===== src/design/sbab_pkg.sv =====
// Shared types, constants and codes of the stretch blit alpha blend engine.
// Used by every module and interface of the block; depends on nothing.
`default_nettype none

package sbab_pkg;

    localparam int MAX_DIM     = 4096;
    localparam int DIM_W       = 13;
    localparam int COORD_W     = 12;
    localparam int FRAC_W      = 16;
    localparam int STEP_W      = DIM_W + FRAC_W;
    localparam int ACC_W       = 41;
    localparam int PROD_W      = DIM_W + STEP_W;
    localparam int CLIP_CALC_W = DIM_W + 3;
    localparam int TEXEL_W     = 32;
    localparam int PIXEL_W     = 24;
    localparam int STATUS_W    = 2;
    localparam int DIV_STEPS   = STEP_W;
    localparam int DIV_CNT_W   = $clog2(DIV_STEPS);

    localparam int QUEUE_DEPTH = 2;
    localparam int QPTR_W      = $clog2(QUEUE_DEPTH);
    localparam int QCNT_W      = $clog2(QUEUE_DEPTH + 1);

    localparam int CFG_IDX_W   = 3;
    localparam int CFG_DATA_W  = 32;

    localparam logic [CFG_IDX_W-1:0] REG_CLIP_LEFT   = 3'd0;
    localparam logic [CFG_IDX_W-1:0] REG_CLIP_TOP    = 3'd1;
    localparam logic [CFG_IDX_W-1:0] REG_CLIP_RIGHT  = 3'd2;
    localparam logic [CFG_IDX_W-1:0] REG_CLIP_BOTTOM = 3'd3;
    localparam logic [CFG_IDX_W-1:0] REG_MOD_COLOR   = 3'd4;

    localparam logic REQ_START = 1'b0;
    localparam logic REQ_PIXEL = 1'b1;

    localparam logic [STATUS_W-1:0] STAT_STARTED = 2'd0;
    localparam logic [STATUS_W-1:0] STAT_CLIPPED = 2'd1;
    localparam logic [STATUS_W-1:0] STAT_BLENDED = 2'd2;
    localparam logic [STATUS_W-1:0] STAT_IGNORED = 2'd3;

    typedef struct packed {
        logic               req_type;
        logic               clipped;
        logic [COORD_W-1:0] org_x;
        logic [COORD_W-1:0] org_y;
        logic [DIM_W-1:0]   span_w;
        logic [DIM_W-1:0]   span_h;
        logic [DIM_W-1:0]   skip_u;
        logic [DIM_W-1:0]   skip_v;
        logic [DIM_W-1:0]   full_w;
        logic [DIM_W-1:0]   full_h;
        logic [DIM_W-1:0]   src_w;
        logic [DIM_W-1:0]   src_h;
        logic [TEXEL_W-1:0] texel;
        logic [PIXEL_W-1:0] dst_pixel;
    } entry_t;

    typedef struct packed {
        logic [STATUS_W-1:0] status;
        logic [PIXEL_W-1:0]  blended_pixel;
        logic [COORD_W-1:0]  write_x;
        logic [COORD_W-1:0]  write_y;
        logic [COORD_W-1:0]  next_dst_x;
        logic [COORD_W-1:0]  next_dst_y;
        logic [COORD_W-1:0]  next_src_u;
        logic [COORD_W-1:0]  next_src_v;
        logic                last;
    } rsp_t;

endpackage

`default_nettype wire


===== src/design/sbab_ifs.sv =====
// Channel interfaces of the blit engine: request, response and register write.
// Depends on sbab_pkg for field widths.
`default_nettype none

interface sbab_req_if;
    logic                              valid;
    logic                              ready;
    logic                              req_type;
    logic signed [sbab_pkg::DIM_W-1:0] dst_x;
    logic signed [sbab_pkg::DIM_W-1:0] dst_y;
    logic [sbab_pkg::DIM_W-1:0]        dst_w;
    logic [sbab_pkg::DIM_W-1:0]        dst_h;
    logic [sbab_pkg::DIM_W-1:0]        src_w;
    logic [sbab_pkg::DIM_W-1:0]        src_h;
    logic [sbab_pkg::TEXEL_W-1:0]      texel;
    logic [sbab_pkg::PIXEL_W-1:0]      dst_pixel;

    modport source (output valid, req_type, dst_x, dst_y, dst_w, dst_h, src_w, src_h,
                    texel, dst_pixel, input ready);
    modport sink (input valid, req_type, dst_x, dst_y, dst_w, dst_h, src_w, src_h,
                  texel, dst_pixel, output ready);
endinterface

interface sbab_rsp_if;
    logic                          valid;
    logic                          ready;
    logic [sbab_pkg::STATUS_W-1:0] status;
    logic [sbab_pkg::PIXEL_W-1:0]  blended_pixel;
    logic [sbab_pkg::COORD_W-1:0]  write_x;
    logic [sbab_pkg::COORD_W-1:0]  write_y;
    logic [sbab_pkg::COORD_W-1:0]  next_dst_x;
    logic [sbab_pkg::COORD_W-1:0]  next_dst_y;
    logic [sbab_pkg::COORD_W-1:0]  next_src_u;
    logic [sbab_pkg::COORD_W-1:0]  next_src_v;
    logic                          last;

    modport source (output valid, status, blended_pixel, write_x, write_y, next_dst_x,
                    next_dst_y, next_src_u, next_src_v, last, input ready);
    modport sink (input valid, status, blended_pixel, write_x, write_y, next_dst_x,
                  next_dst_y, next_src_u, next_src_v, last, output ready);
endinterface

interface sbab_cfg_if;
    logic                            valid;
    logic                            ready;
    logic [sbab_pkg::CFG_IDX_W-1:0]  index;
    logic [sbab_pkg::CFG_DATA_W-1:0] data;

    modport source (output valid, index, data, input ready);
    modport sink (input valid, index, data, output ready);
endinterface

`default_nettype wire


===== src/design/sbab_front.sv =====
// Front end: register bank, request intake, rectangle clipping and texel modulation.
// Depends on sbab_pkg and the channel interfaces; feeds sbab_queue.
`default_nettype none

module sbab_front (
    input  wire logic              clk,
    input  wire logic              rst_n,
    sbab_req_if.sink               req,
    sbab_cfg_if.sink               cfg,
    input  wire logic              full,
    output logic                   push,
    output sbab_pkg::entry_t       push_data
);

    logic [sbab_pkg::DIM_W-1:0]      clip_left_reg;
    logic [sbab_pkg::DIM_W-1:0]      clip_top_reg;
    logic [sbab_pkg::DIM_W-1:0]      clip_right_reg;
    logic [sbab_pkg::DIM_W-1:0]      clip_bottom_reg;
    logic [sbab_pkg::CFG_DATA_W-1:0] mod_color_reg;

    logic signed [sbab_pkg::CLIP_CALC_W-1:0] x0, y0, w0, h0;
    logic signed [sbab_pkg::CLIP_CALC_W-1:0] x1, y1, w1, h1, w2, h2;
    logic signed [sbab_pkg::CLIP_CALC_W-1:0] cl, ct, cr, cb;
    logic signed [sbab_pkg::CLIP_CALC_W-1:0] skip_u, skip_v;
    logic [sbab_pkg::TEXEL_W-1:0]            mod_texel;
    logic [2*8-1:0]                          byte_prod;

    function automatic logic [sbab_pkg::DIM_W-1:0] eff_clip(
        input logic [sbab_pkg::DIM_W-1:0] v
    );
        if (v > sbab_pkg::DIM_W'(sbab_pkg::MAX_DIM))
        begin
            return sbab_pkg::DIM_W'(sbab_pkg::MAX_DIM);
        end
        return v;
    endfunction

    assign cfg.ready = 1'b1;
    assign req.ready = !full;
    assign push      = req.valid && !full;

    always_ff @(posedge clk or negedge rst_n)
    begin
        if (!rst_n)
        begin
            clip_left_reg   <= '0;
            clip_top_reg    <= '0;
            clip_right_reg  <= sbab_pkg::DIM_W'(sbab_pkg::MAX_DIM);
            clip_bottom_reg <= sbab_pkg::DIM_W'(sbab_pkg::MAX_DIM);
            mod_color_reg   <= '1;
        end
        else if (cfg.valid)
        begin
            unique case (cfg.index)
                sbab_pkg::REG_CLIP_LEFT:   clip_left_reg   <= cfg.data[sbab_pkg::DIM_W-1:0];
                sbab_pkg::REG_CLIP_TOP:    clip_top_reg    <= cfg.data[sbab_pkg::DIM_W-1:0];
                sbab_pkg::REG_CLIP_RIGHT:  clip_right_reg  <= cfg.data[sbab_pkg::DIM_W-1:0];
                sbab_pkg::REG_CLIP_BOTTOM: clip_bottom_reg <= cfg.data[sbab_pkg::DIM_W-1:0];
                sbab_pkg::REG_MOD_COLOR:   mod_color_reg   <= cfg.data;
                default:
                begin
                end
            endcase
        end
    end

    always_comb
    begin
        x0 = {{3{req.dst_x[sbab_pkg::DIM_W-1]}}, req.dst_x};
        y0 = {{3{req.dst_y[sbab_pkg::DIM_W-1]}}, req.dst_y};
        w0 = {3'b000, req.dst_w};
        h0 = {3'b000, req.dst_h};
        cl = {3'b000, eff_clip(clip_left_reg)};
        ct = {3'b000, eff_clip(clip_top_reg)};
        cr = {3'b000, eff_clip(clip_right_reg)};
        cb = {3'b000, eff_clip(clip_bottom_reg)};

        if (x0 < cl)
        begin
            skip_u = cl - x0;
            w1     = w0 - skip_u;
            x1     = cl;
        end
        else
        begin
            skip_u = '0;
            w1     = w0;
            x1     = x0;
        end
        if (y0 < ct)
        begin
            skip_v = ct - y0;
            h1     = h0 - skip_v;
            y1     = ct;
        end
        else
        begin
            skip_v = '0;
            h1     = h0;
            y1     = y0;
        end
        w2 = (x1 + w1 > cr) ? cr - x1 : w1;
        h2 = (y1 + h1 > cb) ? cb - y1 : h1;
    end

    always_comb
    begin
        mod_texel = req.texel;
        byte_prod = '0;
        if (mod_color_reg != '1)
        begin
            for (int i = 0; i < 4; i++)
            begin
                byte_prod = req.texel[8*i +: 8] * mod_color_reg[8*i +: 8];
                mod_texel[8*i +: 8] = byte_prod[15:8];
            end
        end
    end

    always_comb
    begin
        push_data.req_type  = req.req_type;
        push_data.clipped   = (w2 <= 0) || (h2 <= 0);
        push_data.org_x     = x1[sbab_pkg::COORD_W-1:0];
        push_data.org_y     = y1[sbab_pkg::COORD_W-1:0];
        push_data.span_w    = w2[sbab_pkg::DIM_W-1:0];
        push_data.span_h    = h2[sbab_pkg::DIM_W-1:0];
        push_data.skip_u    = skip_u[sbab_pkg::DIM_W-1:0];
        push_data.skip_v    = skip_v[sbab_pkg::DIM_W-1:0];
        push_data.full_w    = req.dst_w;
        push_data.full_h    = req.dst_h;
        push_data.src_w     = req.src_w;
        push_data.src_h     = req.src_h;
        push_data.texel     = mod_texel;
        push_data.dst_pixel = req.dst_pixel;
    end

endmodule

`default_nettype wire


===== src/design/sbab_queue.sv =====
// Short queue of classified requests between the front end and the back end.
// Depends on sbab_pkg for the entry type and depth.
`default_nettype none

module sbab_queue (
    input  wire logic             clk,
    input  wire logic             rst_n,
    input  wire logic             push,
    input  wire sbab_pkg::entry_t push_data,
    output logic                  full,
    output logic                  head_valid,
    output sbab_pkg::entry_t      head,
    input  wire logic             pop
);

    sbab_pkg::entry_t             entries_reg [sbab_pkg::QUEUE_DEPTH];
    logic [sbab_pkg::QPTR_W-1:0]  wr_ptr_reg, rd_ptr_reg;
    logic [sbab_pkg::QCNT_W-1:0]  count_reg;

    function automatic logic [sbab_pkg::QPTR_W-1:0] ptr_inc(
        input logic [sbab_pkg::QPTR_W-1:0] p
    );
        if (p == sbab_pkg::QPTR_W'(sbab_pkg::QUEUE_DEPTH - 1))
        begin
            return '0;
        end
        return p + 1'b1;
    endfunction

    assign full       = (count_reg == sbab_pkg::QCNT_W'(sbab_pkg::QUEUE_DEPTH));
    assign head_valid = (count_reg != '0);
    assign head       = entries_reg[rd_ptr_reg];

    always_ff @(posedge clk or negedge rst_n)
    begin
        if (!rst_n)
        begin
            wr_ptr_reg <= '0;
            rd_ptr_reg <= '0;
            count_reg  <= '0;
        end
        else
        begin
            if (push)
            begin
                wr_ptr_reg <= ptr_inc(wr_ptr_reg);
            end
            if (pop)
            begin
                rd_ptr_reg <= ptr_inc(rd_ptr_reg);
            end
            if (push && !pop)
            begin
                count_reg <= count_reg + 1'b1;
            end
            else if (pop && !push)
            begin
                count_reg <= count_reg - 1'b1;
            end
        end
    end

    always_ff @(posedge clk)
    begin
        if (push)
        begin
            entries_reg[wr_ptr_reg] <= push_data;
        end
    end

endmodule

`default_nettype wire


===== src/design/sbab_back.sv =====
// Back end: step division, rectangle walk, alpha blend and the response register.
// Depends on sbab_pkg and the response interface; drained from sbab_queue.
`default_nettype none

module sbab_back (
    input  wire logic             clk,
    input  wire logic             rst_n,
    input  wire logic             head_valid,
    input  wire sbab_pkg::entry_t head,
    output logic                  pop,
    sbab_rsp_if.source            rsp
);

    localparam logic [1:0] S_IDLE = 2'd0;
    localparam logic [1:0] S_DIV  = 2'd1;
    localparam logic [1:0] S_MUL  = 2'd2;
    localparam logic [1:0] S_FIN  = 2'd3;

    logic [1:0]                      state_reg, state_next;
    logic [sbab_pkg::DIV_CNT_W-1:0]  cnt_reg, cnt_next;
    logic [sbab_pkg::DIM_W-1:0]      rem_u_reg, rem_u_next, rem_v_reg, rem_v_next;
    logic [sbab_pkg::STEP_W-1:0]     num_u_reg, num_u_next, num_v_reg, num_v_next;
    logic                            busy_reg, busy_next;
    logic [sbab_pkg::COORD_W-1:0]    origin_col_reg, origin_col_next;
    logic [sbab_pkg::COORD_W-1:0]    origin_row_reg, origin_row_next;
    logic [sbab_pkg::DIM_W-1:0]      span_w_reg, span_w_next, span_h_reg, span_h_next;
    logic [sbab_pkg::DIM_W-1:0]      col_reg, col_next, row_reg, row_next;
    logic [sbab_pkg::STEP_W-1:0]     u_step_reg, u_step_next, v_step_reg, v_step_next;
    logic [sbab_pkg::ACC_W-1:0]      u_start_reg, u_start_next;
    logic [sbab_pkg::ACC_W-1:0]      u_accum_reg, u_accum_next, v_accum_reg, v_accum_next;
    sbab_pkg::rsp_t                  out_reg, out_next;
    logic                            out_valid_reg, out_valid_next;

    logic                            out_free;
    logic [sbab_pkg::PROD_W-1:0]     prod_u, prod_v;
    logic [sbab_pkg::DIM_W:0]        shift_u, shift_v;
    logic                            ge_u, ge_v;
    logic [sbab_pkg::DIM_W-1:0]      col_plus, row_plus, col_wrap, row_wrap;
    logic                            wrap, done;

    function automatic logic [7:0] mix(
        input logic [7:0] d,
        input logic [7:0] s,
        input logic [7:0] a
    );
        logic [15:0] sum;
        sum = d * (8'd255 - a) + s * a;
        return sum[15:8];
    endfunction

    assign out_free = !out_valid_reg || rsp.ready;

    assign shift_u = {rem_u_reg, num_u_reg[sbab_pkg::STEP_W-1]};
    assign shift_v = {rem_v_reg, num_v_reg[sbab_pkg::STEP_W-1]};
    assign ge_u    = shift_u >= {1'b0, head.full_w};
    assign ge_v    = shift_v >= {1'b0, head.full_h};
    assign prod_u  = head.skip_u * num_u_reg;
    assign prod_v  = head.skip_v * num_v_reg;

    assign col_plus = col_reg + 1'b1;
    assign row_plus = row_reg + 1'b1;
    assign wrap     = col_plus >= span_w_reg;
    assign col_wrap = wrap ? '0 : col_plus;
    assign row_wrap = wrap ? row_plus : row_reg;
    assign done     = row_wrap >= span_h_reg;

    always_comb
    begin
        state_next      = state_reg;
        cnt_next        = cnt_reg;
        rem_u_next      = rem_u_reg;
        rem_v_next      = rem_v_reg;
        num_u_next      = num_u_reg;
        num_v_next      = num_v_reg;
        busy_next       = busy_reg;
        origin_col_next = origin_col_reg;
        origin_row_next = origin_row_reg;
        span_w_next     = span_w_reg;
        span_h_next     = span_h_reg;
        col_next        = col_reg;
        row_next        = row_reg;
        u_step_next     = u_step_reg;
        v_step_next     = v_step_reg;
        u_start_next    = u_start_reg;
        u_accum_next    = u_accum_reg;
        v_accum_next    = v_accum_reg;
        out_next        = out_reg;
        out_valid_next  = out_valid_reg && !rsp.ready;
        pop             = 1'b0;

        unique case (state_reg)
            S_IDLE:
            begin
                if (head_valid)
                begin
                    priority if (head.req_type == sbab_pkg::REQ_START && !head.clipped)
                    begin
                        rem_u_next = '0;
                        rem_v_next = '0;
                        num_u_next = {head.src_w, {sbab_pkg::FRAC_W{1'b0}}};
                        num_v_next = {head.src_h, {sbab_pkg::FRAC_W{1'b0}}};
                        cnt_next   = '0;
                        state_next = S_DIV;
                    end
                    else if (out_free)
                    begin
                        pop            = 1'b1;
                        out_valid_next = 1'b1;
                        out_next       = '0;
                        priority if (head.req_type == sbab_pkg::REQ_START)
                        begin
                            busy_next       = 1'b0;
                            out_next.status = sbab_pkg::STAT_CLIPPED;
                        end
                        else if (!busy_reg)
                        begin
                            out_next.status = sbab_pkg::STAT_IGNORED;
                        end
                        else
                        begin
                            out_next.status        = sbab_pkg::STAT_BLENDED;
                            out_next.blended_pixel = {
                                mix(head.dst_pixel[23:16], head.texel[7:0], head.texel[31:24]),
                                mix(head.dst_pixel[15:8], head.texel[15:8], head.texel[31:24]),
                                mix(head.dst_pixel[7:0], head.texel[23:16], head.texel[31:24])};
                            out_next.write_x = origin_col_reg + col_reg[sbab_pkg::COORD_W-1:0];
                            out_next.write_y = origin_row_reg + row_reg[sbab_pkg::COORD_W-1:0];
                            col_next = col_wrap;
                            row_next = row_wrap;
                            if (wrap)
                            begin
                                u_accum_next = u_start_reg;
                                v_accum_next = v_accum_reg + sbab_pkg::ACC_W'(v_step_reg);
                            end
                            else
                            begin
                                u_accum_next = u_accum_reg + sbab_pkg::ACC_W'(u_step_reg);
                            end
                            if (done)
                            begin
                                busy_next     = 1'b0;
                                out_next.last = 1'b1;
                            end
                            else
                            begin
                                out_next.next_dst_x =
                                    origin_col_reg + col_wrap[sbab_pkg::COORD_W-1:0];
                                out_next.next_dst_y =
                                    origin_row_reg + row_wrap[sbab_pkg::COORD_W-1:0];
                                out_next.next_src_u = u_accum_next[
                                    sbab_pkg::FRAC_W+sbab_pkg::COORD_W-1:sbab_pkg::FRAC_W];
                                out_next.next_src_v = v_accum_next[
                                    sbab_pkg::FRAC_W+sbab_pkg::COORD_W-1:sbab_pkg::FRAC_W];
                            end
                        end
                    end
                    else
                    begin
                    end
                end
            end
            S_DIV:
            begin
                rem_u_next = ge_u ? shift_u[sbab_pkg::DIM_W-1:0] - head.full_w
                                  : shift_u[sbab_pkg::DIM_W-1:0];
                rem_v_next = ge_v ? shift_v[sbab_pkg::DIM_W-1:0] - head.full_h
                                  : shift_v[sbab_pkg::DIM_W-1:0];
                num_u_next = {num_u_reg[sbab_pkg::STEP_W-2:0], ge_u};
                num_v_next = {num_v_reg[sbab_pkg::STEP_W-2:0], ge_v};
                cnt_next   = cnt_reg + 1'b1;
                if (cnt_reg == sbab_pkg::DIV_CNT_W'(sbab_pkg::DIV_STEPS - 1))
                begin
                    state_next = S_MUL;
                end
            end
            S_MUL:
            begin
                u_step_next  = num_u_reg;
                v_step_next  = num_v_reg;
                u_start_next = prod_u[sbab_pkg::ACC_W-1:0];
                u_accum_next = prod_u[sbab_pkg::ACC_W-1:0];
                v_accum_next = prod_v[sbab_pkg::ACC_W-1:0];
                state_next   = S_FIN;
            end
            S_FIN:
            begin
                if (out_free)
                begin
                    pop             = 1'b1;
                    busy_next       = 1'b1;
                    origin_col_next = head.org_x;
                    origin_row_next = head.org_y;
                    span_w_next     = head.span_w;
                    span_h_next     = head.span_h;
                    col_next        = '0;
                    row_next        = '0;
                    out_valid_next  = 1'b1;
                    out_next        = '0;
                    out_next.status     = sbab_pkg::STAT_STARTED;
                    out_next.next_dst_x = head.org_x;
                    out_next.next_dst_y = head.org_y;
                    out_next.next_src_u = u_accum_reg[
                        sbab_pkg::FRAC_W+sbab_pkg::COORD_W-1:sbab_pkg::FRAC_W];
                    out_next.next_src_v = v_accum_reg[
                        sbab_pkg::FRAC_W+sbab_pkg::COORD_W-1:sbab_pkg::FRAC_W];
                    state_next = S_IDLE;
                end
            end
        endcase
    end

    always_ff @(posedge clk or negedge rst_n)
    begin
        if (!rst_n)
        begin
            state_reg     <= S_IDLE;
            busy_reg      <= 1'b0;
            out_valid_reg <= 1'b0;
        end
        else
        begin
            state_reg     <= state_next;
            busy_reg      <= busy_next;
            out_valid_reg <= out_valid_next;
        end
    end

    always_ff @(posedge clk)
    begin
        cnt_reg        <= cnt_next;
        rem_u_reg      <= rem_u_next;
        rem_v_reg      <= rem_v_next;
        num_u_reg      <= num_u_next;
        num_v_reg      <= num_v_next;
        origin_col_reg <= origin_col_next;
        origin_row_reg <= origin_row_next;
        span_w_reg     <= span_w_next;
        span_h_reg     <= span_h_next;
        col_reg        <= col_next;
        row_reg        <= row_next;
        u_step_reg     <= u_step_next;
        v_step_reg     <= v_step_next;
        u_start_reg    <= u_start_next;
        u_accum_reg    <= u_accum_next;
        v_accum_reg    <= v_accum_next;
        out_reg        <= out_next;
    end

    assign rsp.valid         = out_valid_reg;
    assign rsp.status        = out_reg.status;
    assign rsp.blended_pixel = out_reg.blended_pixel;
    assign rsp.write_x       = out_reg.write_x;
    assign rsp.write_y       = out_reg.write_y;
    assign rsp.next_dst_x    = out_reg.next_dst_x;
    assign rsp.next_dst_y    = out_reg.next_dst_y;
    assign rsp.next_src_u    = out_reg.next_src_u;
    assign rsp.next_src_v    = out_reg.next_src_v;
    assign rsp.last          = out_reg.last;

endmodule

`default_nettype wire


===== src/design/stretch_blit_alpha_blend.sv =====
// Top level of the alpha blended stretch blit engine: front end, queue, back end.
// Depends on sbab_pkg, the channel interfaces, sbab_front, sbab_queue and sbab_back.
//
// Channel  Direction  Carries
// req      in         start rectangles and pixels with fetched texel and destination
// rsp      out        status, blended pixel, its position and the next fetch point
// cfg      in         clip rectangle and modulate color register writes
//
// Pixels stream through the back end at one per cycle while the response register
// is not stalled. A start beat that is not fully clipped runs the bit-serial
// divider that forms both 13.16 steps, one quotient bit per cycle, then a multiply
// state and a state that issues the response. Reset clears the queue, the busy flag
// and the response valid flag and resets the register bank. A two-entry queue takes
// requests until full while the response register is stalled.
`default_nettype none

module stretch_blit_alpha_blend (
    input  wire logic   clk,
    input  wire logic   rst_n,
    sbab_req_if.sink    req,
    sbab_rsp_if.source  rsp,
    sbab_cfg_if.sink    cfg
);

    logic             push;
    sbab_pkg::entry_t push_data;
    logic             full;
    logic             head_valid;
    sbab_pkg::entry_t head;
    logic             pop;

    sbab_front u_front (
        .clk       (clk),
        .rst_n     (rst_n),
        .req       (req),
        .cfg       (cfg),
        .full      (full),
        .push      (push),
        .push_data (push_data)
    );

    sbab_queue u_queue (
        .clk        (clk),
        .rst_n      (rst_n),
        .push       (push),
        .push_data  (push_data),
        .full       (full),
        .head_valid (head_valid),
        .head       (head),
        .pop        (pop)
    );

    sbab_back u_back (
        .clk        (clk),
        .rst_n      (rst_n),
        .head_valid (head_valid),
        .head       (head),
        .pop        (pop),
        .rsp        (rsp)
    );

endmodule

`default_nettype wire

===== src/flat_wrapper.sv =====
// flat-port wrapper written by rule: the top's interface ports become plain ports
module stretch_blit_alpha_blend_flat 
  (clk, rst_n, req_valid, req_req_type, req_dst_x, req_dst_y, req_dst_w, req_dst_h, req_src_w, req_src_h, req_texel, req_dst_pixel, req_ready, rsp_valid, rsp_status, rsp_blended_pixel, rsp_write_x, rsp_write_y, rsp_next_dst_x, rsp_next_dst_y, rsp_next_src_u, rsp_next_src_v, rsp_last, rsp_ready, cfg_valid, cfg_index, cfg_data, cfg_ready);
  sbab_req_if req_i ();
  sbab_rsp_if rsp_i ();
  sbab_cfg_if cfg_i ();
  input  wire logic clk;
  input  wire logic rst_n;
  input wire logic [$bits(req_i.valid)-1:0] req_valid;
  input wire logic [$bits(req_i.req_type)-1:0] req_req_type;
  input wire logic [$bits(req_i.dst_x)-1:0] req_dst_x;
  input wire logic [$bits(req_i.dst_y)-1:0] req_dst_y;
  input wire logic [$bits(req_i.dst_w)-1:0] req_dst_w;
  input wire logic [$bits(req_i.dst_h)-1:0] req_dst_h;
  input wire logic [$bits(req_i.src_w)-1:0] req_src_w;
  input wire logic [$bits(req_i.src_h)-1:0] req_src_h;
  input wire logic [$bits(req_i.texel)-1:0] req_texel;
  input wire logic [$bits(req_i.dst_pixel)-1:0] req_dst_pixel;
  output wire logic [$bits(req_i.ready)-1:0] req_ready;
  output wire logic [$bits(rsp_i.valid)-1:0] rsp_valid;
  output wire logic [$bits(rsp_i.status)-1:0] rsp_status;
  output wire logic [$bits(rsp_i.blended_pixel)-1:0] rsp_blended_pixel;
  output wire logic [$bits(rsp_i.write_x)-1:0] rsp_write_x;
  output wire logic [$bits(rsp_i.write_y)-1:0] rsp_write_y;
  output wire logic [$bits(rsp_i.next_dst_x)-1:0] rsp_next_dst_x;
  output wire logic [$bits(rsp_i.next_dst_y)-1:0] rsp_next_dst_y;
  output wire logic [$bits(rsp_i.next_src_u)-1:0] rsp_next_src_u;
  output wire logic [$bits(rsp_i.next_src_v)-1:0] rsp_next_src_v;
  output wire logic [$bits(rsp_i.last)-1:0] rsp_last;
  input wire logic [$bits(rsp_i.ready)-1:0] rsp_ready;
  input wire logic [$bits(cfg_i.valid)-1:0] cfg_valid;
  input wire logic [$bits(cfg_i.index)-1:0] cfg_index;
  input wire logic [$bits(cfg_i.data)-1:0] cfg_data;
  output wire logic [$bits(cfg_i.ready)-1:0] cfg_ready;
  assign req_i.valid = req_valid;
  assign req_i.req_type = req_req_type;
  assign req_i.dst_x = req_dst_x;
  assign req_i.dst_y = req_dst_y;
  assign req_i.dst_w = req_dst_w;
  assign req_i.dst_h = req_dst_h;
  assign req_i.src_w = req_src_w;
  assign req_i.src_h = req_src_h;
  assign req_i.texel = req_texel;
  assign req_i.dst_pixel = req_dst_pixel;
  assign req_ready = req_i.ready;
  assign rsp_valid = rsp_i.valid;
  assign rsp_status = rsp_i.status;
  assign rsp_blended_pixel = rsp_i.blended_pixel;
  assign rsp_write_x = rsp_i.write_x;
  assign rsp_write_y = rsp_i.write_y;
  assign rsp_next_dst_x = rsp_i.next_dst_x;
  assign rsp_next_dst_y = rsp_i.next_dst_y;
  assign rsp_next_src_u = rsp_i.next_src_u;
  assign rsp_next_src_v = rsp_i.next_src_v;
  assign rsp_last = rsp_i.last;
  assign rsp_i.ready = rsp_ready;
  assign cfg_i.valid = cfg_valid;
  assign cfg_i.index = cfg_index;
  assign cfg_i.data = cfg_data;
  assign cfg_ready = cfg_i.ready;
  stretch_blit_alpha_blend u_core (.clk(clk), .rst_n(rst_n), .req(req_i), .rsp(rsp_i), .cfg(cfg_i));
endmodule

===== config.mk =====
export PLATFORM = sky130hd
export DESIGN_NAME = stretch_blit_alpha_blend_flat
export DESIGN_NICKNAME = d
export VERILOG_FILES = /design/src/design/sbab_pkg.sv /design/src/design/sbab_ifs.sv /design/src/design/sbab_front.sv /design/src/design/sbab_queue.sv /design/src/design/sbab_back.sv /design/src/design/stretch_blit_alpha_blend.sv /design/src/flat_wrapper.sv
export SDC_FILE = /design/constraint.sdc
export NUM_CORES = 2
export LEC_CHECK = 0
export BUFFER_PORTS_ARGS = -buffer_cell sky130_fd_sc_hd__clkbuf_2
export CORE_MARGIN = 8
export CORE_UTILIZATION = 30
export DETAILED_ROUTE_END_ITERATION = 8
export PLACE_DENSITY = 0.44
export SYNTH_ARGS = -nofsm -noshare
export SYNTH_HDL_FRONTEND = slang
export SYNTH_SLANG_ARGS = --single-unit

===== constraint.sdc =====
create_clock -name clk -period 11.1 [get_ports clk]
set_input_delay 3.33 -clock clk [delete_from_list [all_inputs] [get_ports clk]]
set_output_delay 3.33 -clock clk [all_outputs]
set_load 0.02 [all_outputs]

## After elaboration in Yosys (flattened, before gate mapping)

Memories as Yosys holds them, arrays and structs flattened.
Cells that the tools add are included.

| storage, ports and cells | value |
|---|---|
| register bits | 537 |
| RAM bits | 372 |
| input port bits | 175 |
| output and inout port bits | 102 |
| logic and storage cells | 252 |
| memories kept | 1 |

Memory list:

| memory | depth | width | read ports | clocked after memory_dff | wr ports | RTL line | text |
|---|---|---|---|---|---|---|---|
| u_core.u_queue.entries_reg | 2 | 186 | 1 | 0 | 1 | sbab_queue.sv:16 | `sbab_pkg::entry_t entries_reg [sbab_pkg::QUEUE_DEPTH];` |

| operators by class | value |
|---|---|
| add/subtract/negate cells | 27 |
| multipliers | 12 |
| magnitude comparators | 14 |
| equality and inequality tests | 19 |
| muxes and demuxes | 109 |
| bitwise logic cells | 1 |
| reductions and logical operators | 32 |

Operators with widths:

| cell | number |
|---|---|
| $mux W41 | 12 |
| $mux W99 | 4 |
| $mux W13 | 27 |
| $pmux W99 S2 | 1 |
| $mux W97 | 2 |
| $pmux W41 S2 | 2 |
| $mux W29 | 4 |
| $pmux W29 S2 | 2 |
| $mul A8 B8 Y16 | 7 |
| $pmux W13 S2 | 4 |
| $mux W16 | 6 |
| $add A41 B29 Y41 | 2 |
| $mul A13 B29 Y41 | 2 |
| $add A16 B16 Y16 | 5 |
| $gt A13 B13 Y1 const B | 4 |
| $add A12 B12 Y12 | 4 |
| $mux W48 | 1 |
| $gt A16 B14 Y1 | 2 |
| $le A16 B1 Y1 const B | 2 |
| $mul A8 B16 Y16 | 2 |
| $mux W32 | 1 |
| $ne A32 B32 Y1 const B | 1 |
| $sub A14 B15 Y16 | 2 |
| $sub A14 B16 Y16 | 2 |
| 39 further kinds | 113 |

## Depth between registers and ports, before layout

| logic depth | value |
|---|---|
| depth in word-level cells | 11 |
| gate-level depth with buffers | 37 |
| mapped depth without buffers | 34 |

## Cells and area by module

From an unflattened synthesis, not the netlist that was laid out.

| unflattened totals | value |
|---|---|
| cells, all modules | 8080 |
| area total of the unflattened synthesis | 83757.8 µm² |

Modules (own cells, without submodules):

| module | times used | cells each | area each (µm²) |
|---|---|---|---|
| sbab_back | 1 | 5182 | 50832.5 |
| sbab_front | 1 | 2303 | 18778.0 |
| sbab_queue | 1 | 595 | 14147.3 |

## Least setup slack after synthesis

Ideal clock, no wire load.

| timing | value |
|---|---|
| path kind | in2reg |
| start | input port req_valid |
| end | memory u_core.u_queue.entries_reg[0][0] (netlist bit), enable pin |
| data arrival time | 11.139 ns |
| required time | 10.365 ns |
| path slack | -0.774 ns |
| stages on the path | 2 |
| path buffers | 0 |
| path through | nand2_1 nor2_1 |

| between the ends | value |
|---|---|
| longest elaborated chain between the ends | 3 |

RTL lines:

| item | RTL line | text |
|---|---|---|
| from (decl) | flat_wrapper.sv:9 | `input wire logic [$bits(req_i.valid)-1:0] req_valid;` |
| $logic_and A1 B1 Y1 | sbab_front.sv:40 | `assign push = req.valid && !full;` |
| $mux W1 | sbab_queue.sv:65 | `if (push)` |
| $mux W1 (not written as such) | sbab_queue.sv:67 | `entries_reg[wr_ptr_reg] <= push_data;` |
| to (decl) | sbab_queue.sv:16 |  |

No other way between the ends.

==> reports/qor.txt <==
status: completed
Core Box Area: 0.271 mm²
post-synthesis share of cell area spent on xor and xnor gates: 3.90%
GPL Wtd Cong: 0.855
fraction of the mapped netlist area in compound gates: 7.48%
kind of capture point of the worst setup path: flip-flop
Critical Path AT: 10.10 ns
# Post-CTS Setup Buffers: 0
final setup TNS: 0 ns
detailed-route vias per instance: 4.80
most instantiated flip-flop cell in the synthesis netlist: sky130_fd_sc_hd__edfxtp_1
post-synthesis simple-gate area fraction: 13.3%
final global-route overflow total: 0
DRC violations left: 0
data required time of the critical path: 11.65 ns
number of pins with negative max-slew slack in the final report: 0
Worst-Skew Late Latency: 0.87 ns
type of the tightest min-delay check: flip-flop to flip-flop
Post-CTS Hold Buffers: 0
width of the die: 538 µm
average cell area after synthesis: 10.2 µm²
TritonCTS clock tree: done
number of port buffers: 275
Seq/Total Area, Yosys: 31.4%
dominant cells by area after synthesis: sky130_fd_sc_hd__edfxtp_1 (29%), sky130_fd_sc_hd__fa_1 (21%), sky130_fd_sc_hd__ha_1 (11%)
count of filler cells inserted in the layout: 27,542
Max Clock Freq: 105 MHz
kind of launch point of the worst setup path: input pin
total die area: 0.289 mm²
Die Y: 538 µm
portion of synthesized cell area occupied by the leading cell type: 28.6%
proportion of layout cells with a drive suffix above 1: 10.3%
Final ANT Viol Nets: 0
drt initial violations: 3,345
maximum number of pins on one net before global-route repair: 100
wire length of the first global-routing pass: 376 mm
post-route minimum period: 9.55 ns
Initial Util: 30.1%
setup skew after layout: 0.0908 ns
Post-Syn Area: 0.0816 mm²
most area-hungry cell type in the Yosys netlist: sky130_fd_sc_hd__edfxtp_1
clk slew on worst S/H paths: 0.06 ns
H-Tree Level Count: 3
Yosys Warn Count: 0
post-synthesis net count: 9,724
total of flip-flops plus latches after synthesis: 868
post-synthesis mux area share: 4.82%
area overhead of the layout relative to synthesis: 11.5%
RSZ-0062 raised after global routing: no
crit share post-route: 86.1%
Initial DRT Pass Iterations: 7
via count of the first global-routing pass: 60,342
clock buffer depth: 4
total of max-cap violations: 0
number of flip-flops under the largest register name: 372
Synth async-reset ratio: 10.6%
number of placement rows: 191
adder-cell area share of the yosys netlist: 32.2%
total length of routed wires: 245 mm
Avg WL per Cell: 20.7 µm
worst max-slew margin expressed relative to the limit: 15.4%
final setup fails: 0
Yosys cell types: 90
total clock buffers created by CTS: 115
global router's overall resource usage: 16.8%
root buffer cell: sky130_fd_sc_hd__clkbuf_16
slew of the pin with the lowest slew margin: 1.26 ns
number of antenna violations at the first check in global routing: 54
HPWL after detailed placement: 189 mm
highest fanout seen on the critical path: 23
number of failing hold endpoints at the final stage: 0
combinational family with the most area after synthesis: adder cells
Critical Setup Path Class: input pin to flip-flop
total via count in the routed design: 56,742
IO Pins: 277
number of enable flip-flop cells after synthesis: 776
count of mapped cells out of synthesis: 7,966
sink count of the clock tree: 868
post-CTS sizing: 0
nets: 9,892
[cell usage in the layout (no fill, tap or decap), types with 38 or more instances in the layout]
cell                        count
sky130_fd_sc_hd__a21o_1       117
sky130_fd_sc_hd__xnor2_1      249
sky130_fd_sc_hd__nand3_1       60
sky130_fd_sc_hd__mux2i_1      146
sky130_fd_sc_hd__a21oi_1      250
sky130_fd_sc_hd__mux2_2       205
sky130_fd_sc_hd__o21a_1        42
sky130_fd_sc_hd__ha_1         714
sky130_fd_sc_hd__nor3_1        74
sky130_fd_sc_hd__nand2b_1      61
sky130_fd_sc_hd__nand4_1       62
sky130_fd_sc_hd__dfrtp_1       57
sky130_fd_sc_hd__clkbuf_2     274
sky130_fd_sc_hd__edfxtp_1     776
sky130_fd_sc_hd__buf_4         69
sky130_fd_sc_hd__o21ai_0      267
sky130_fd_sc_hd__xor2_1       114
sky130_fd_sc_hd__inv_1       1174
sky130_fd_sc_hd__nand2_1      968
sky130_fd_sc_hd__fa_1         866
sky130_fd_sc_hd__nor2_1       523
sky130_fd_sc_hd__and2_1       222
sky130_fd_sc_hd__o21bai_1      38
sky130_fd_sc_hd__nor2b_1      234
sky130_fd_sc_hd__clkbuf_16    116
[final timing paths]
check	start	endpoint	slack, ns	cells after the start
hold reg to reg	u_core.u_front.clip_left_reg[9]$_DFFE_PN0P_	u_core.u_front.clip_left_reg[9]$_DFFE_PN0P_	0.51	1
min in group asynchronous	rst_n	u_core.u_front.clip_right_reg[4]$_DFFE_PN0P_	2.57	1
max in group asynchronous	rst_n	u_core.u_queue.rd_ptr_reg$_DFFE_PN0P_	7.35	2
hold / removal	u_core.u_front.clip_left_reg[9]$_DFFE_PN0P_	u_core.u_front.clip_left_reg[9]$_DFFE_PN0P_	0.51	1
setup reg to reg	u_core.u_queue.rd_ptr_reg$_DFFE_PN0P_	u_core.u_back.v_accum_reg[25]$_DFFE_PP_	2.70	21
setup / recovery	req_dst_x[1]	u_core.u_queue.entries_reg[1][148]$_DFFE_PP_	1.55	26
[cell families after synthesis]
| kind of cell | after synthesis |
|---|---|
| AO/OA/AOI/OAI | 963 |
| flip-flops | 868 |
| multiplexers | 367 |
| buffers and inverters | 1471 |
| other | 1 |
| AND/OR/NAND/NOR | 2350 |
| XOR/XNOR | 363 |
| adder cells (fa/ha/maj) | 1583 |
[stage by stage]
stage / util, % / hold WS, ns / area [µm²] / setup WS, ns / cells
3_3_place_gp: 32.2 / 0.485 / 87100 / 0.844 / 11587
5_1_grt: 33.6 / 0.522 / 91000 / 1.14 / 11795
6_report: 33.6 / 0.507 / 91000 / 1.55 / 11815
3_5_place_dp: 32.2 / 0.495 / 87100 / 0.719 / 11587
2_1_floorplan: - / 0.424 / 81600 / 0.158 / 7966
4_1_cts: 33.6 / 0.509 / 91000 / 1.59 / 11793
[cells in the mapped netlist, drive strengths merged, types with 7 or more instances]
cell type and instances:
inv 1175, nand2 968, fa 866, edfxtp 776, ha 717, nor2 528, o21ai 277, a21oi 252
clkbuf 249, xnor2 249, nor2b 234, and2 222, mux2 205, mux2i 162, a21o 118, xor2 114
nor3 76, nand2b 62, nand4 62, nand3 61, dfrtp 58, buf 47, o21a 42, o21bai 38
and3 35, dfstp 34, or2 34, a211oi 26, o31ai 26, a31oi 23, o211ai 17, nor4 16
or3 16, a211o 15, a21boi 13, a22o 12, o41ai 11, or4 10, o22ai 9, a2111oi 8
o2111ai 8, a31o 7
[critical path: stages]
cell and delay, ns:
sky130_fd_sc_hd__clkbuf_2 0.09, sky130_fd_sc_hd__inv_1 0.07, sky130_fd_sc_hd__ha_1 0.30, sky130_fd_sc_hd__nor2b_1 0.15
sky130_fd_sc_hd__o31ai_1 0.40, sky130_fd_sc_hd__a211oi_1 0.23, sky130_fd_sc_hd__o21a_1 0.35, sky130_fd_sc_hd__o21ai_4 0.57
sky130_fd_sc_hd__o21ai_0 0.42, sky130_fd_sc_hd__ha_1 0.36, sky130_fd_sc_hd__fa_1 0.44, sky130_fd_sc_hd__a21oi_1 0.21
sky130_fd_sc_hd__o21ai_1 0.15, sky130_fd_sc_hd__o41a_1 0.39, sky130_fd_sc_hd__a221oi_2 0.37, sky130_fd_sc_hd__o21ai_0 0.23
sky130_fd_sc_hd__a21oi_1 0.22, sky130_fd_sc_hd__ha_1 0.28, sky130_fd_sc_hd__nand3_1 0.09, sky130_fd_sc_hd__nor2_1 0.05
sky130_fd_sc_hd__a221o_1 0.30, sky130_fd_sc_hd__o41ai_1 0.10, sky130_fd_sc_hd__o211ai_1 0.23, sky130_fd_sc_hd__nand2_1 0.23
sky130_fd_sc_hd__buf_12 0.18, sky130_fd_sc_hd__mux2_2 0.35
[cell type report]
| type | count | area [µm²] | area share, % |
|---|---|---|---|
| Inverter | 1175 | 4410 | 4.85 |
| Timing Repair Buffer | 347 | 1970 | 2.16 |
| Sequential cell | 868 | 25700 | 28.2 |
| Tap cell | 3570 | 4470 | 4.91 |
| Multi-Input combinational cell | 5627 | 50700 | 55.7 |
| Clock inverter | 69 | 797 | 0.876 |
| Clock buffer | 137 | 3010 | 3.31 |
| Antenna cell | 22 | 55.1 | 0.0605 |
[layer usage]
metal	up-vias	share of wire (%)	track usage (%)	routed length (µm)
li1	26582	-	-	-
met1	28766	47	23.4	116000
met2	1072	46	28.0	113000
met3	304	4.4	2.54	10700
met4	18	2.1	3.31	5180
met5	-	0.048	0	118
Power is left out: the tool's default activity adds up to more than one toggle a clock period on the data nets, which glitch-free logic cannot reach.
